[src/sv/fcp_tlv_parser_core_assert.svh]
// Assertion macros shared by the parser RTL.
// Users must have clock and reset in scope; no other dependencies.
`ifndef FCP_TLV_PARSER_CORE_ASSERT_SVH
`define FCP_TLV_PARSER_CORE_ASSERT_SVH

// Same-cycle implication, disabled during reset.
`define FCP_ASSERT_IMP(lbl, ante, cons, msg) \
   lbl: assert property (@(posedge clock) disable iff (reset) (ante) |-> (cons)) \
      else $error(msg);

// Next-cycle implication, disabled during reset.
`define FCP_ASSERT_NXT(lbl, ante, cons, msg) \
   lbl: assert property (@(posedge clock) disable iff (reset) (ante) |=> (cons)) \
      else $error(msg);

`endif

[src/sv/fcp_pkg.sv]
// Shared types, constants and tag rule functions for the FCP TLV parser.
// No dependencies.
package fcp_pkg;

   localparam int MAX_FIELD_LEN_DEF = 20;
   localparam int QUEUE_DEPTH       = 4;

   localparam logic [7:0] OUTER_TAG = 8'h62;

   typedef enum logic [2:0] {
      PH_OUTER_TAG = 3'd0,
      PH_OUTER_LEN = 3'd1,
      PH_TAG       = 3'd2,
      PH_LEN       = 3'd3,
      PH_VALUE     = 3'd4,
      PH_DROP      = 3'd5
   } phase_type;

   typedef enum logic [1:0] {
      KIND_VALUE = 2'd0,
      KIND_OK    = 2'd1,
      KIND_FAIL  = 2'd2
   } kind_type;

   typedef enum logic [2:0] {
      CAUSE_NONE  = 3'd0,
      CAUSE_OUTER = 3'd1,
      CAUSE_TAG   = 3'd2,
      CAUSE_LEN   = 3'd3,
      CAUSE_TRUNC = 3'd4
   } cause_type;

   typedef enum logic [3:0] {
      FLD_SIZE     = 4'd0,
      FLD_DESC     = 4'd1,
      FLD_FILE_ID  = 4'd2,
      FLD_AID      = 4'd3,
      FLD_SHORT_ID = 4'd4,
      FLD_LIFE     = 4'd5,
      FLD_COMPACT  = 4'd6,
      FLD_ENV_ID   = 4'd7,
      FLD_EXPANDED = 4'd8
   } field_type;

   typedef struct packed {
      logic [7:0] data_byte;
      logic       final_byte;
   } req_type;

   typedef struct packed {
      logic [1:0] kind;
      logic [3:0] field_code;
      logic [7:0] value;
      logic [4:0] offset;
      logic       field_end;
      logic [2:0] error_cause;
      logic       run_last;
   } rsp_type;

   // One queue entry: an optional value result followed by an optional status.
   typedef struct packed {
      logic       has_val;
      field_type  field_code;
      logic [7:0] value;
      logic [4:0] offset;
      logic       field_end;
      logic       has_stat;
      cause_type  cause;
   } entry_type;

   typedef struct packed {
      logic      found;
      field_type code;
   } lookup_type;

   function automatic lookup_type tag_lookup(input logic [7:0] tag);
      lookup_type r;
      r.found = 1'b1;
      case (tag)
         8'h80:   r.code = FLD_SIZE;
         8'h82:   r.code = FLD_DESC;
         8'h83:   r.code = FLD_FILE_ID;
         8'h84:   r.code = FLD_AID;
         8'h88:   r.code = FLD_SHORT_ID;
         8'h8A:   r.code = FLD_LIFE;
         8'h8C:   r.code = FLD_COMPACT;
         8'h8D:   r.code = FLD_ENV_ID;
         8'hAB:   r.code = FLD_EXPANDED;
         default: begin
            r.found = 1'b0;
            r.code  = FLD_SIZE;
         end
      endcase
      return r;
   endfunction

   function automatic logic rule_exact(input field_type code);
      logic r;
      case (code)
         FLD_SIZE, FLD_FILE_ID, FLD_SHORT_ID, FLD_LIFE, FLD_ENV_ID: r = 1'b1;
         default: r = 1'b0;
      endcase
      return r;
   endfunction

   function automatic logic [7:0] rule_limit(input field_type code,
                                             input logic [7:0] max_len);
      logic [7:0] r;
      case (code)
         FLD_SIZE:     r = 8'd2;
         FLD_DESC:     r = 8'd5;
         FLD_FILE_ID:  r = 8'd2;
         FLD_AID:      r = 8'd16;
         FLD_SHORT_ID: r = 8'd1;
         FLD_LIFE:     r = 8'd1;
         FLD_COMPACT:  r = 8'd7;
         FLD_ENV_ID:   r = 8'd2;
         default:      r = max_len;
      endcase
      return r;
   endfunction

endpackage

[src/sv/fcp_if.sv]
// Valid/ready channel interfaces for the parser's input and result streams.
// Depends on fcp_pkg for the payload types.
interface fcp_req_if;
   import fcp_pkg::*;
   logic    valid;
   logic    ready;
   req_type payload;
   modport source (output valid, output payload, input ready);
   modport sink   (input valid, input payload, output ready);
endinterface

interface fcp_rsp_if;
   import fcp_pkg::*;
   logic    valid;
   logic    ready;
   rsp_type payload;
   modport source (output valid, output payload, input ready);
   modport sink   (input valid, input payload, output ready);
endinterface

[src/sv/fcp_tlv_parser_core.sv]
// Top level of the FCP TLV parser: front end, entry queue, result sequencer.
// Depends on fcp_pkg, fcp_if and the fcp_front / fcp_queue / fcp_back modules.
//
// Usage:
//   req_chan carries one template byte per item (data_byte) with final_byte set
//   on the template's last byte. rsp_chan returns result items: one per value
//   byte of a known field (kind value, field code, offset, field_end), plus an
//   ok or fail status after the final byte or at the first error. run_last
//   marks the last result an input byte produced. After an error, input bytes
//   are swallowed without results up to and including the final byte.
//   Throughput: one input byte per cycle while the queue is not full; the front
//   end's parse state machine settles each byte as it is accepted. The result
//   side drains one result per cycle while rsp_chan.ready is high, so a byte
//   with both a value and a status holds the output for both in turn. Path:
//   with no backlog, an accepted item is written into the queue, then loaded
//   into the output register that offers it on rsp_chan (one queue stage, one output register).
//   Stalls: when rsp_chan.ready is low the output register holds its item; the
//   four-entry queue keeps absorbing bytes and req_chan.ready drops only once
//   it fills. Bytes that produce no result never occupy the queue.
//   Reset (synchronous, active high) empties the queue and output register and
//   returns the parser to expecting the outer tag.
module fcp_tlv_parser_core #(
   parameter int MAX_FIELD_LEN = fcp_pkg::MAX_FIELD_LEN_DEF
) (
   input  logic      clock,
   input  logic      reset,
   fcp_req_if.sink   req_chan,
   fcp_rsp_if.source rsp_chan
);
   import fcp_pkg::*;

   logic      accept;
   logic      push;
   entry_type push_entry;
   logic      q_full;
   logic      q_not_empty;
   logic      q_pop;
   entry_type q_head;

   // front end only stalls when the queue is full
   assign req_chan.ready = !q_full;
   assign accept         = req_chan.valid && !q_full;

   fcp_front #(
      .MAX_FIELD_LEN (MAX_FIELD_LEN)
   ) u_front (
      .clock      (clock),
      .reset      (reset),
      .accept     (accept),
      .data_byte  (req_chan.payload.data_byte),
      .final_byte (req_chan.payload.final_byte),
      .push       (push),
      .entry      (push_entry)
   );

   fcp_queue u_queue (
      .clock     (clock),
      .reset     (reset),
      .push      (push),
      .push_data (push_entry),
      .pop       (q_pop),
      .full      (q_full),
      .not_empty (q_not_empty),
      .head      (q_head)
   );

   fcp_back u_back (
      .clock       (clock),
      .reset       (reset),
      .q_not_empty (q_not_empty),
      .q_head      (q_head),
      .q_pop       (q_pop),
      .rsp_valid   (rsp_chan.valid),
      .rsp_ready   (rsp_chan.ready),
      .rsp_payload (rsp_chan.payload)
   );

endmodule

[src/sv/fcp_front.sv]
// Front end: template parse state machine, one byte per accepted item.
// Depends on fcp_pkg; pushes classified entries into fcp_queue.
module fcp_front #(
   parameter int MAX_FIELD_LEN = fcp_pkg::MAX_FIELD_LEN_DEF
) (
   input  logic              clock,
   input  logic              reset,
   input  logic              accept,
   input  logic [7:0]        data_byte,
   input  logic              final_byte,
   output logic              push,
   output fcp_pkg::entry_type entry
);
   import fcp_pkg::*;

   localparam logic [7:0] MAX_LEN = 8'(MAX_FIELD_LEN);

   phase_type  phase_ff, phase_in;
   field_type  field_sel_ff, field_sel_in;
   logic [4:0] bytes_left_ff, bytes_left_in;
   logic [4:0] byte_pos_ff, byte_pos_in;

   lookup_type lk;
   logic       do_stat;
   cause_type  cause;
   logic       len_ok;
   logic       last;
   logic [7:0] limit;

   always_ff @(posedge clock) begin
      if (reset) begin
         phase_ff      <= PH_OUTER_TAG;
         field_sel_ff  <= FLD_SIZE;
         bytes_left_ff <= '0;
         byte_pos_ff   <= '0;
      end else if (accept) begin
         phase_ff      <= phase_in;
         field_sel_ff  <= field_sel_in;
         bytes_left_ff <= bytes_left_in;
         byte_pos_ff   <= byte_pos_in;
      end
   end

   always_comb begin
      phase_in      = phase_ff;
      field_sel_in  = field_sel_ff;
      bytes_left_in = bytes_left_ff;
      byte_pos_in   = byte_pos_ff;
      entry         = '0;
      do_stat       = 1'b0;
      cause         = CAUSE_NONE;
      lk            = tag_lookup(data_byte);
      limit         = rule_limit(field_sel_ff, MAX_LEN);
      len_ok        = rule_exact(field_sel_ff) ? (data_byte == limit) : (data_byte <= limit);
      last          = (bytes_left_ff <= 5'd1);

      case (phase_ff)
         PH_OUTER_TAG: begin
            if (data_byte != OUTER_TAG) begin
               do_stat = 1'b1;
               cause   = CAUSE_OUTER;
            end else if (final_byte) begin
               do_stat = 1'b1;
               cause   = CAUSE_TRUNC;
            end else begin
               phase_in = PH_OUTER_LEN;
            end
         end
         PH_OUTER_LEN: begin
            if (final_byte) begin
               do_stat = 1'b1;
            end else begin
               phase_in = PH_TAG;
            end
         end
         PH_TAG: begin
            if (!lk.found) begin
               do_stat = 1'b1;
               cause   = CAUSE_TAG;
            end else if (final_byte) begin
               do_stat = 1'b1;
               cause   = CAUSE_TRUNC;
            end else begin
               field_sel_in = lk.code;
               phase_in     = PH_LEN;
            end
         end
         PH_LEN: begin
            if (!len_ok) begin
               do_stat = 1'b1;
               cause   = CAUSE_LEN;
            end else if (data_byte == 8'd0) begin
               if (final_byte) do_stat = 1'b1;
               else phase_in = PH_TAG;
            end else if (final_byte) begin
               do_stat = 1'b1;
               cause   = CAUSE_TRUNC;
            end else begin
               bytes_left_in = data_byte[4:0];
               byte_pos_in   = '0;
               phase_in      = PH_VALUE;
            end
         end
         PH_VALUE: begin
            entry.has_val    = 1'b1;
            entry.field_code = field_sel_ff;
            entry.value      = data_byte;
            entry.offset     = byte_pos_ff;
            entry.field_end  = last;
            byte_pos_in      = byte_pos_ff + 5'd1;
            bytes_left_in    = last ? 5'd0 : bytes_left_ff - 5'd1;
            if (last) begin
               phase_in = PH_TAG;
               if (final_byte) do_stat = 1'b1;
            end else if (final_byte) begin
               do_stat = 1'b1;
               cause   = CAUSE_TRUNC;
            end
         end
         default: begin
            // dropping after an error, until the final byte
            if (final_byte) phase_in = PH_OUTER_TAG;
         end
      endcase

      if (do_stat) begin
         entry.has_stat = 1'b1;
         entry.cause    = cause;
         if (cause != CAUSE_NONE && !final_byte) begin
            phase_in = PH_DROP;
         end else begin
            phase_in      = PH_OUTER_TAG;
            field_sel_in  = FLD_SIZE;
            bytes_left_in = '0;
            byte_pos_in   = '0;
         end
      end

      push = accept && (entry.has_val || entry.has_stat);
   end

endmodule

[src/sv/fcp_queue.sv]
// Short FIFO of parsed entries between front end and result sequencer.
// Depends on fcp_pkg and the assertion macro header.
module fcp_queue (
   input  logic               clock,
   input  logic               reset,
   input  logic               push,
   input  fcp_pkg::entry_type push_data,
   input  logic               pop,
   output logic               full,
   output logic               not_empty,
   output fcp_pkg::entry_type head
);
   import fcp_pkg::*;
   `include "fcp_tlv_parser_core_assert.svh"

   localparam int AW = $clog2(QUEUE_DEPTH);
   localparam int CW = $clog2(QUEUE_DEPTH + 1);
   localparam logic [CW-1:0] DEPTH_C = CW'(QUEUE_DEPTH);

   entry_type       slots_ff [QUEUE_DEPTH];
   logic [AW-1:0]   wr_ptr_ff, rd_ptr_ff;
   logic [CW-1:0]   count_ff, count_in;

   always_ff @(posedge clock) begin
      if (push) slots_ff[wr_ptr_ff] <= push_data;
   end

   always_ff @(posedge clock) begin
      if (reset) begin
         wr_ptr_ff <= '0;
         rd_ptr_ff <= '0;
         count_ff  <= '0;
      end else begin
         if (push) wr_ptr_ff <= wr_ptr_ff + 1'b1;
         if (pop)  rd_ptr_ff <= rd_ptr_ff + 1'b1;
         count_ff <= count_in;
      end
   end

   always_comb begin
      count_in = count_ff;
      if (push && !pop) count_in = count_ff + 1'b1;
      else if (!push && pop) count_in = count_ff - 1'b1;
   end

   assign full      = (count_ff == DEPTH_C);
   assign not_empty = (count_ff != '0);
   assign head      = slots_ff[rd_ptr_ff];

   `FCP_ASSERT_IMP(a_q_bound, 1'b1, count_ff <= DEPTH_C, "queue count over depth")
   `FCP_ASSERT_IMP(a_q_no_underflow, pop, not_empty, "pop from empty queue")
   `FCP_ASSERT_IMP(a_q_no_overflow, push && !pop, !full, "push into full queue")
   `FCP_ASSERT_NXT(a_q_count, push && !pop, count_ff == $past(count_ff) + 1'b1,
                   "queue count did not advance on push")

endmodule

[src/sv/fcp_back.sv]
// Result sequencer: expands queued entries into one or two result items.
// Depends on fcp_pkg and the assertion macro header.
module fcp_back (
   input  logic               clock,
   input  logic               reset,
   input  logic               q_not_empty,
   input  fcp_pkg::entry_type q_head,
   output logic               q_pop,
   output logic               rsp_valid,
   input  logic               rsp_ready,
   output fcp_pkg::rsp_type   rsp_payload
);
   import fcp_pkg::*;
   `include "fcp_tlv_parser_core_assert.svh"

   entry_type ent_ff, ent_in;
   logic      ent_valid_ff, ent_valid_in;
   logic      val_done_ff, val_done_in;
   logic      take;
   logic      second;

   always_ff @(posedge clock) begin
      if (reset) begin
         ent_valid_ff <= 1'b0;
         val_done_ff  <= 1'b0;
      end else begin
         ent_valid_ff <= ent_valid_in;
         val_done_ff  <= val_done_in;
      end
      ent_ff <= ent_in;
   end

   always_comb begin
      take         = ent_valid_ff && rsp_ready;
      // value result showing now, with a status still to follow
      second       = ent_ff.has_val && ent_ff.has_stat && !val_done_ff;
      ent_in       = ent_ff;
      ent_valid_in = ent_valid_ff;
      val_done_in  = val_done_ff;
      q_pop        = 1'b0;
      if (take && second) begin
         val_done_in = 1'b1;
      end else if (take || !ent_valid_ff) begin
         q_pop        = q_not_empty;
         ent_valid_in = q_not_empty;
         ent_in       = q_head;
         val_done_in  = 1'b0;
      end

      rsp_payload = '0;
      if (ent_ff.has_val && !val_done_ff) begin
         rsp_payload.kind       = KIND_VALUE;
         rsp_payload.field_code = ent_ff.field_code;
         rsp_payload.value      = ent_ff.value;
         rsp_payload.offset     = ent_ff.offset;
         rsp_payload.field_end  = ent_ff.field_end;
         rsp_payload.run_last   = !ent_ff.has_stat;
      end else begin
         rsp_payload.kind        = (ent_ff.cause == CAUSE_NONE) ? KIND_OK : KIND_FAIL;
         rsp_payload.error_cause = ent_ff.cause;
         rsp_payload.run_last    = 1'b1;
      end
   end

   assign rsp_valid = ent_valid_ff;

   `FCP_ASSERT_IMP(a_b_done_pair, val_done_ff,
                   ent_valid_ff && ent_ff.has_val && ent_ff.has_stat,
                   "value marked sent on an entry without a pending status")
   `FCP_ASSERT_IMP(a_b_nonempty, ent_valid_ff, ent_ff.has_val || ent_ff.has_stat,
                   "entry with no results held")
   `FCP_ASSERT_NXT(a_b_pair_order, take && second, ent_valid_ff && val_done_ff,
                   "status of a two-result entry lost")

endmodule
[src/flat_wrapper.sv]
// flat-port wrapper written by rule: the top's interface ports become plain ports
module fcp_tlv_parser_core_flat import fcp_pkg::*;
#(
   parameter int MAX_FIELD_LEN = fcp_pkg::MAX_FIELD_LEN_DEF
)
  (clock, reset, req_chan_valid, req_chan_payload, req_chan_ready, rsp_chan_valid, rsp_chan_payload, rsp_chan_ready);
  fcp_req_if req_chan_i ();
  fcp_rsp_if rsp_chan_i ();
  input  logic clock;
  input  logic reset;
  input wire logic [$bits(req_chan_i.valid)-1:0] req_chan_valid;
  input wire logic [$bits(req_chan_i.payload)-1:0] req_chan_payload;
  output wire logic [$bits(req_chan_i.ready)-1:0] req_chan_ready;
  output wire logic [$bits(rsp_chan_i.valid)-1:0] rsp_chan_valid;
  output wire logic [$bits(rsp_chan_i.payload)-1:0] rsp_chan_payload;
  input wire logic [$bits(rsp_chan_i.ready)-1:0] rsp_chan_ready;
  assign req_chan_i.valid = req_chan_valid;
  assign req_chan_i.payload = req_chan_payload;
  assign req_chan_ready = req_chan_i.ready;
  assign rsp_chan_valid = rsp_chan_i.valid;
  assign rsp_chan_payload = rsp_chan_i.payload;
  assign rsp_chan_i.ready = rsp_chan_ready;
  fcp_tlv_parser_core #(.MAX_FIELD_LEN(MAX_FIELD_LEN)) u_core (.clock(clock), .reset(reset), .req_chan(req_chan_i), .rsp_chan(rsp_chan_i));
endmodule
[config.mk]
export PLATFORM = sky130hd
export DESIGN_NAME = fcp_tlv_parser_core_flat
export DESIGN_NICKNAME = d
export VERILOG_FILES = /design/src/sv/fcp_pkg.sv /design/src/sv/fcp_if.sv /design/src/sv/fcp_tlv_parser_core.sv /design/src/sv/fcp_front.sv /design/src/sv/fcp_queue.sv /design/src/sv/fcp_back.sv /design/src/flat_wrapper.sv
export VERILOG_INCLUDE_DIRS = /design/src /design/src/sv
export SDC_FILE = /design/constraint.sdc
export NUM_CORES = 1
export LEC_CHECK = 0
export BUFFER_PORTS_ARGS = -buffer_cell sky130_fd_sc_hd__buf_4
export CAP_MARGIN = 20
export CORE_MARGIN = 3
export CORE_UTILIZATION = 38
export CTS_CLUSTER_SIZE = 25
export DETAILED_ROUTE_END_ITERATION = 10
export PLACE_DENSITY = 0.56
export SKIP_LAST_GASP = 1
export SLEW_MARGIN = 20
export SYNTH_ARGS = -nofsm -noshare
export SYNTH_HDL_FRONTEND = slang
export SYNTH_HIERARCHICAL = 1
export SYNTH_SLANG_ARGS = --single-unit
[constraint.sdc]
create_clock -name clock -period 9.43 [get_ports clock]
set_clock_uncertainty 0.2 [all_clocks]
set_input_delay 0 -clock clock [delete_from_list [all_inputs] [get_ports clock]]
set_output_delay 0 -clock clock [all_outputs]
set_load 0.005 [all_outputs]
======== Word-level counts from Yosys, hierarchy flattened ========
Memory sizes are Yosys's and may differ from the RTL's. A register that Yosys moved wholly into a read port is not among the register bits.
Cells that the tools add are included.
word-level totals
  register bits after elaboration ......... 26
  bits in writable memories ............... 92
  ROM bits ................................ 32
  input port bits ......................... 13
  output and inout port bits .............. 26
  memories ................................ 2
operators by class
  add/subtract/negate cells ............... 6
  $lt $le $gt $ge ......................... 2
  eq/ne operators ......................... 27
  mux-type cells .......................... 65
  bitwise logic cells ..................... 1
  reductions and logical operators ........ 33
memories
  name                     words  width  read ports  clocked after memory_dff  write ports  line             text
  u_core.u_queue.slots_ff  4      23     1           1                         1            fcp_queue.sv:20  entry_type slots_ff [QUEUE_DEPTH];
  (name not given)         8      4      1           1                         0            fcp_pkg.sv:109   case (code)
operator list
  cell                  count
  $eq A8 B8 Y1 const B  9
  $mux W3               23
  $mux W5               11
  $pmux W4 S8           1
  $mux W4               6
  $pmux W5 S2           2
  $mux W19              1
  $mux W18              1
  $ne A3 B3 Y1 const B  6
  $pmux W3 S5           1
  $mux W1               14
  $eq A4 B3 Y1 const B  3
  $pmux W3 S4           1
  $logic_and A1 B1 Y1   10
  $reduce_and A9 Y1     1
  $reduce_or A9 Y1      1
  $eq A8 B8 Y1          1
  $le A8 B8 Y1          1
  $logic_not A8 Y1      1
  $mux W8               1
  $ne A8 B7 Y1 const B  1
  $logic_not A1 Y1      7
  $reduce_bool A7 Y1    1
  $eq A3 B2 Y1 const B  2
  21 further kinds      28

======== Depth between registers and ports, before layout ========
  depth after elaboration ................. 13
  mapped depth ............................ 15
  depth with buffers taken out ............ 14

======== Hierarchy ========
Netlist, hierarchy kept.
modules (own cells, without submodules)
  module               instances  cells each  area each (um2)
  fcp_queue            1          164         3783.6
  fcp_front            1          259         1955.6
  fcp_back             1          65          982.2
  fcp_tlv_parser_core  1          2           10.0

======== Least setup slack after synthesis ========
Ideal clock, no wire load.
  path type ............................... register to register
  start ................................... register u_core.u_front.field_sel_ff[3]
  end ..................................... register u_core.u_queue.count_ff[2]
  arrival time ............................ 2.941 ns
  required time ........................... 9.160 ns
  path slack .............................. 6.219 ns
  cell stages (with the launch flop) ...... 15
  cells stage by stage .................... dfxtp_1 -> nand2b_1 -> ha_1 -> nand3b_1 -> a21boi_0 -> o31ai_4 -> a21oi_1 -> or2_4 -> o21a_1 -> ha_1 -> inv_1 -> fa_1 -> xor2_1 -> or3_1 -> a21oi_1
between the ends
  word-level cells in the longest chain between the ends .. 12
  elaborated cells between the ends (all ways) .. 21
  classes of those cells .................. 1 x order compare; 5 x eq/ne; 7 x mux; 8 x reduce/logical
ends and longest elaborated chain
  what                                                                  line                       text
  start, declared                                                       fcp_front.sv:19            field_type field_sel_ff, field_sel_in;
  start signal, assigned                                                fcp_front.sv:38            field_sel_ff <= field_sel_in;
  parallel branches: the longest is 3 deep, another holds $le A8 B8 Y1  n/a
  $mux W1 *                                                             fcp_front.sv:54            len_ok = rule_exact(field_sel_ff) ? (data_byte == limit) : (data_byte <= limit);
  $mux W1 *                                                             fcp_front.sv:89            if (!len_ok) begin
  $pmux W1 S4 *                                                         fcp_front.sv:57            case (phase_ff)
  net u_core.u_front.do_stat                                            fcp_front.sv:24            logic do_stat;
  $mux W4 *                                                             fcp_front.sv:126           if (do_stat) begin
  $logic_or A1 B1 Y1 *                                                  fcp_front.sv:139           push = accept && (entry.has_val || entry.has_stat);
  $logic_and A1 B1 Y1 *                                                 fcp_front.sv:139
  net u_core.push                                                       fcp_tlv_parser_core.sv:33  logic push;
  $logic_not A1 Y1                                                      fcp_queue.sv:43            else if (!push && pop) count_in = count_ff - 1'b1;
  $logic_and A1 B1 Y1                                                   fcp_queue.sv:43
  $reduce_bool A2 Y1 (no source line)                                   n/a
  end signal, assigned                                                  fcp_queue.sv:36            count_ff <= count_in;
  end, declared                                                         fcp_queue.sv:22            logic [CW-1:0] count_ff, count_in;
Mark *: on every way through the listed nets, which the timed path passes.
A chain may end at the register's enable or synchronous reset.

==> results.tsv <==
metric	value	unit
gp_congestion	0.888	
r2r_slack	5.51	ns
switchingPower	0.000533	W
fmax	0.255	GHz
min_path_type	in -> reg	
multi_input_area	2340	µm²
yosysWarningCount	6	
dr.pass1.iters	4	
fillers	1567	
drt_wl_total	14400	µm
wl_per_cell	18.4	µm
grt_usage	15.5	%
synth_top_cell_area_share	51.3	%
clkLatencyLatePin	0.41	ns
yosys_most_used_dff	edfxtp_1	
start_util	38.9	%
ctsResizeCount	0	
cts.sinks	147	
cp-end-kind	flip-flop	
outcome	complete, no violations	
p_int	0.00149	W
max_stage_delay	0.54	ns
seqPwrFrac	43.3	%
worst_slew_pin_slew	0.902	ns
synthDistinctLibCells	74	
crit_chain	nor2_1 > nand2_1 > inv_1 > o21a_1 > ha_1 > inv_1 > fa_1 > xor2_1 > or3_1 > a21oi_1	
yosysTopAreaCell	edfxtp_1	
p_sw_share	26.4	%
async_flop_share	0	%
core	17300	µm²
hold_viol_final	0	
io_buffer_count	38	
htreeDepth	4	
crit_type	reg -> reg	
area_growth	17.0	%
worst-endpoint-required	9.57	ns
finalCriticalPeriod	3.92	ns
arrival	4.06	ns
die_h	139	µm
grt_max_degree	27	
setup_viol	0	
pin_count	39	
drv_cap	0	
p_leak	2.86	nW
start_kind	flip-flop	
routed-via-count	4137	
synth_area	6730	µm²
clkPwrFrac	33.0	%
path_clk_slew	0.06	ns
final_common_cell	edfxtp_1	
diodes	0	
synth.area.top_cells	edfxtp_1, dfxtp_1, mux4_2	
drt-initial-drc-count	254	
postRouteAntennaNets	0	
slew_headroom	39.8	%
syn_inst	490	
drive_gt1_share	20.6	%
cp_top_family	simple AND/OR/NAND/NOR gates	
dieWidth	139	µm
path_buf_inv	2	
grt_pass1_vias	4138	
finalPower	0.00202	W
row_count	48	
crit_top_cell	inv_1	
root_buffer	clkbuf_16	
cts_buffers	17	
dp_hpwl	9720	µm
ctsHoldBuffers	15	
finalCritPeriodShare	41.6	%
synth_seq_cells	147	
antenna_found_initial	0	
overflow	0	
final_cell_mix	edfxtp_1, buf_4, nor2_1	
rsz0062_at_grt	false	
grt_pass1_wl	23200	µm
drc	0	
syn_avg_cell_area	13.7	µm²
worstPathMaxFanout	16	
cts_tree	yes	
slowest_stage	inv_1	
ir_drop	0.000126	V
final_max_slew_viol_count	0	
synth_nets	516	
power_density	257	nW/µm²
combPwrFrac	23.7	%
finalSetupTns	0	ns
die_area	19300	µm²
synth-seq-area-share	60.8	%
routed_via_density	5.28	
cts_buffer_depth	2	
regArea	4090	µm²
synth_edf_count	115	
cts_setup_buffers	0	
layout.nets	572	
-- worst paths after layout --
check | from | end | depth (start not counted)
setup / recovery | u_core/u_front/phase_ff[1] | u_core/u_queue/count_ff[2] | 10
setup reg to reg | u_core/u_front/phase_ff[1] | u_core/u_queue/count_ff[2] | 10
hold / removal | rsp_chan_ready | u_core/u_back/val_done_ff | 4
hold reg to reg | u_core/u_front/byte_pos_ff[4] | u_core/u_front/byte_pos_ff[4] | 1
-- flip-flops by register name, summed over array words and instances, names as in the netlist, named ones only --
| name | cells |
|---|---|
| u_core/u_queue/slots_ff | 92 |
| u_core/u_back/ent_ff | 23 |
| u_core/u_front/byte_pos_ff | 5 |
| u_core/u_front/bytes_left_ff | 5 |
| u_core/u_front/field_sel_ff | 4 |
| u_core/u_front/phase_ff | 3 |
| u_core/u_queue/count_ff | 3 |
| u_core/u_queue/rd_ptr_ff | 2 |
| u_core/u_queue/wr_ptr_ff | 2 |
| u_core/u_back/rsp_valid | 1 |
| u_core/u_back/val_done_ff | 1 |
-- layout make-up --
class	count	share of cell area [%]
well taps	225	3.57
flip-flops and latches	147	52.0
inverters	22	1.05
multi-input cells	298	29.7
clock inverters	13	2.02
clock buffers	18	5.45
repair buffers	60	6.20
-- cell families after synthesis --
family          after synthesis  synth area share (%)
mux                          26                  8.38
fa+ha+maj                    13                  2.53
buf+inv                      45                  4.44
simple gates                168                  13.7
compound gates               81                  8.79
xor+xnor                     10                  1.30
flops                       147                  60.8
-- power by group through the flow --
stage	combinational [W]	clock (W)	sequential [W]
final	0.000479	0.000666	0.000875
after global routing	0.000535	0.000712	0.000887
after CTS	0.000493	0.000684	0.000876
after detailed placement	0.000485	0	0.000890
after global placement	0.000477	0	0.000885
after floorplan	0.000337	0	0.000879
-- Yosys cell counts (all sizes together) (2+ instances only) --
cell     instances
a21oi           16
nand3b           2
a31o             2
a21o             2
ha              12
nor4b            3
mux2i            2
nor2            43
nand4            3
and3b            2
or3              4
inv             21
o2111ai          4
a31oi            6
mux4            23
xor2             4
nand3           10
and2            26
a2bb2oi          2
o21a             4
a32oi            5
buf             11
o31ai            7
nor3b            2
and3            16
edfxtp         115
clkbuf          12
dfxtp           32
o22ai            2
nand4b           2
o21ai           15
nand2           26
a21boi           2
xnor2            6
nand2b           4
a41oi            4
nor3             9
nor2b            9
-- stage by stage --
stage | area, µm² | worst slack [ns] | utilization [%] | hold slack (ns) | instances
2_1_floorplan | 6730 | 6.22 | - | -0.132 | 490
3_3_place_gp | 7140 | 5.74 | 41.3 | 0.0472 | 737
3_5_place_dp | 7140 | 5.53 | 41.3 | 0.0621 | 737
4_1_cts | 7880 | 5.52 | 45.5 | 0.241 | 783
5_1_grt | 7880 | 5.20 | 45.5 | 0.290 | 783
6_report | 7880 | 5.51 | 45.5 | 0.262 | 783
-- worst reg2reg max path: stages, from the launching register on --
cell,delay [ns]
dfxtp_1,0.46
nor2_1,0.53
nand2_1,0.43
inv_1,0.54
o21a_1,0.34
ha_1,0.22
inv_1,0.06
fa_1,0.38
xor2_1,0.18
or3_1,0.32
a21oi_1,0.17
-- metal layers --
metal  track usage (%)  part of all wire (%)  vias up
li1                  -                     -     1977
met1              21.5                    47     2070
met2              24.6                    49       82
met3              3.00                   3.2        8
met4              5.51                  0.86        0
met5                 0                     0        -
Power figures use the tool's default switching activity.
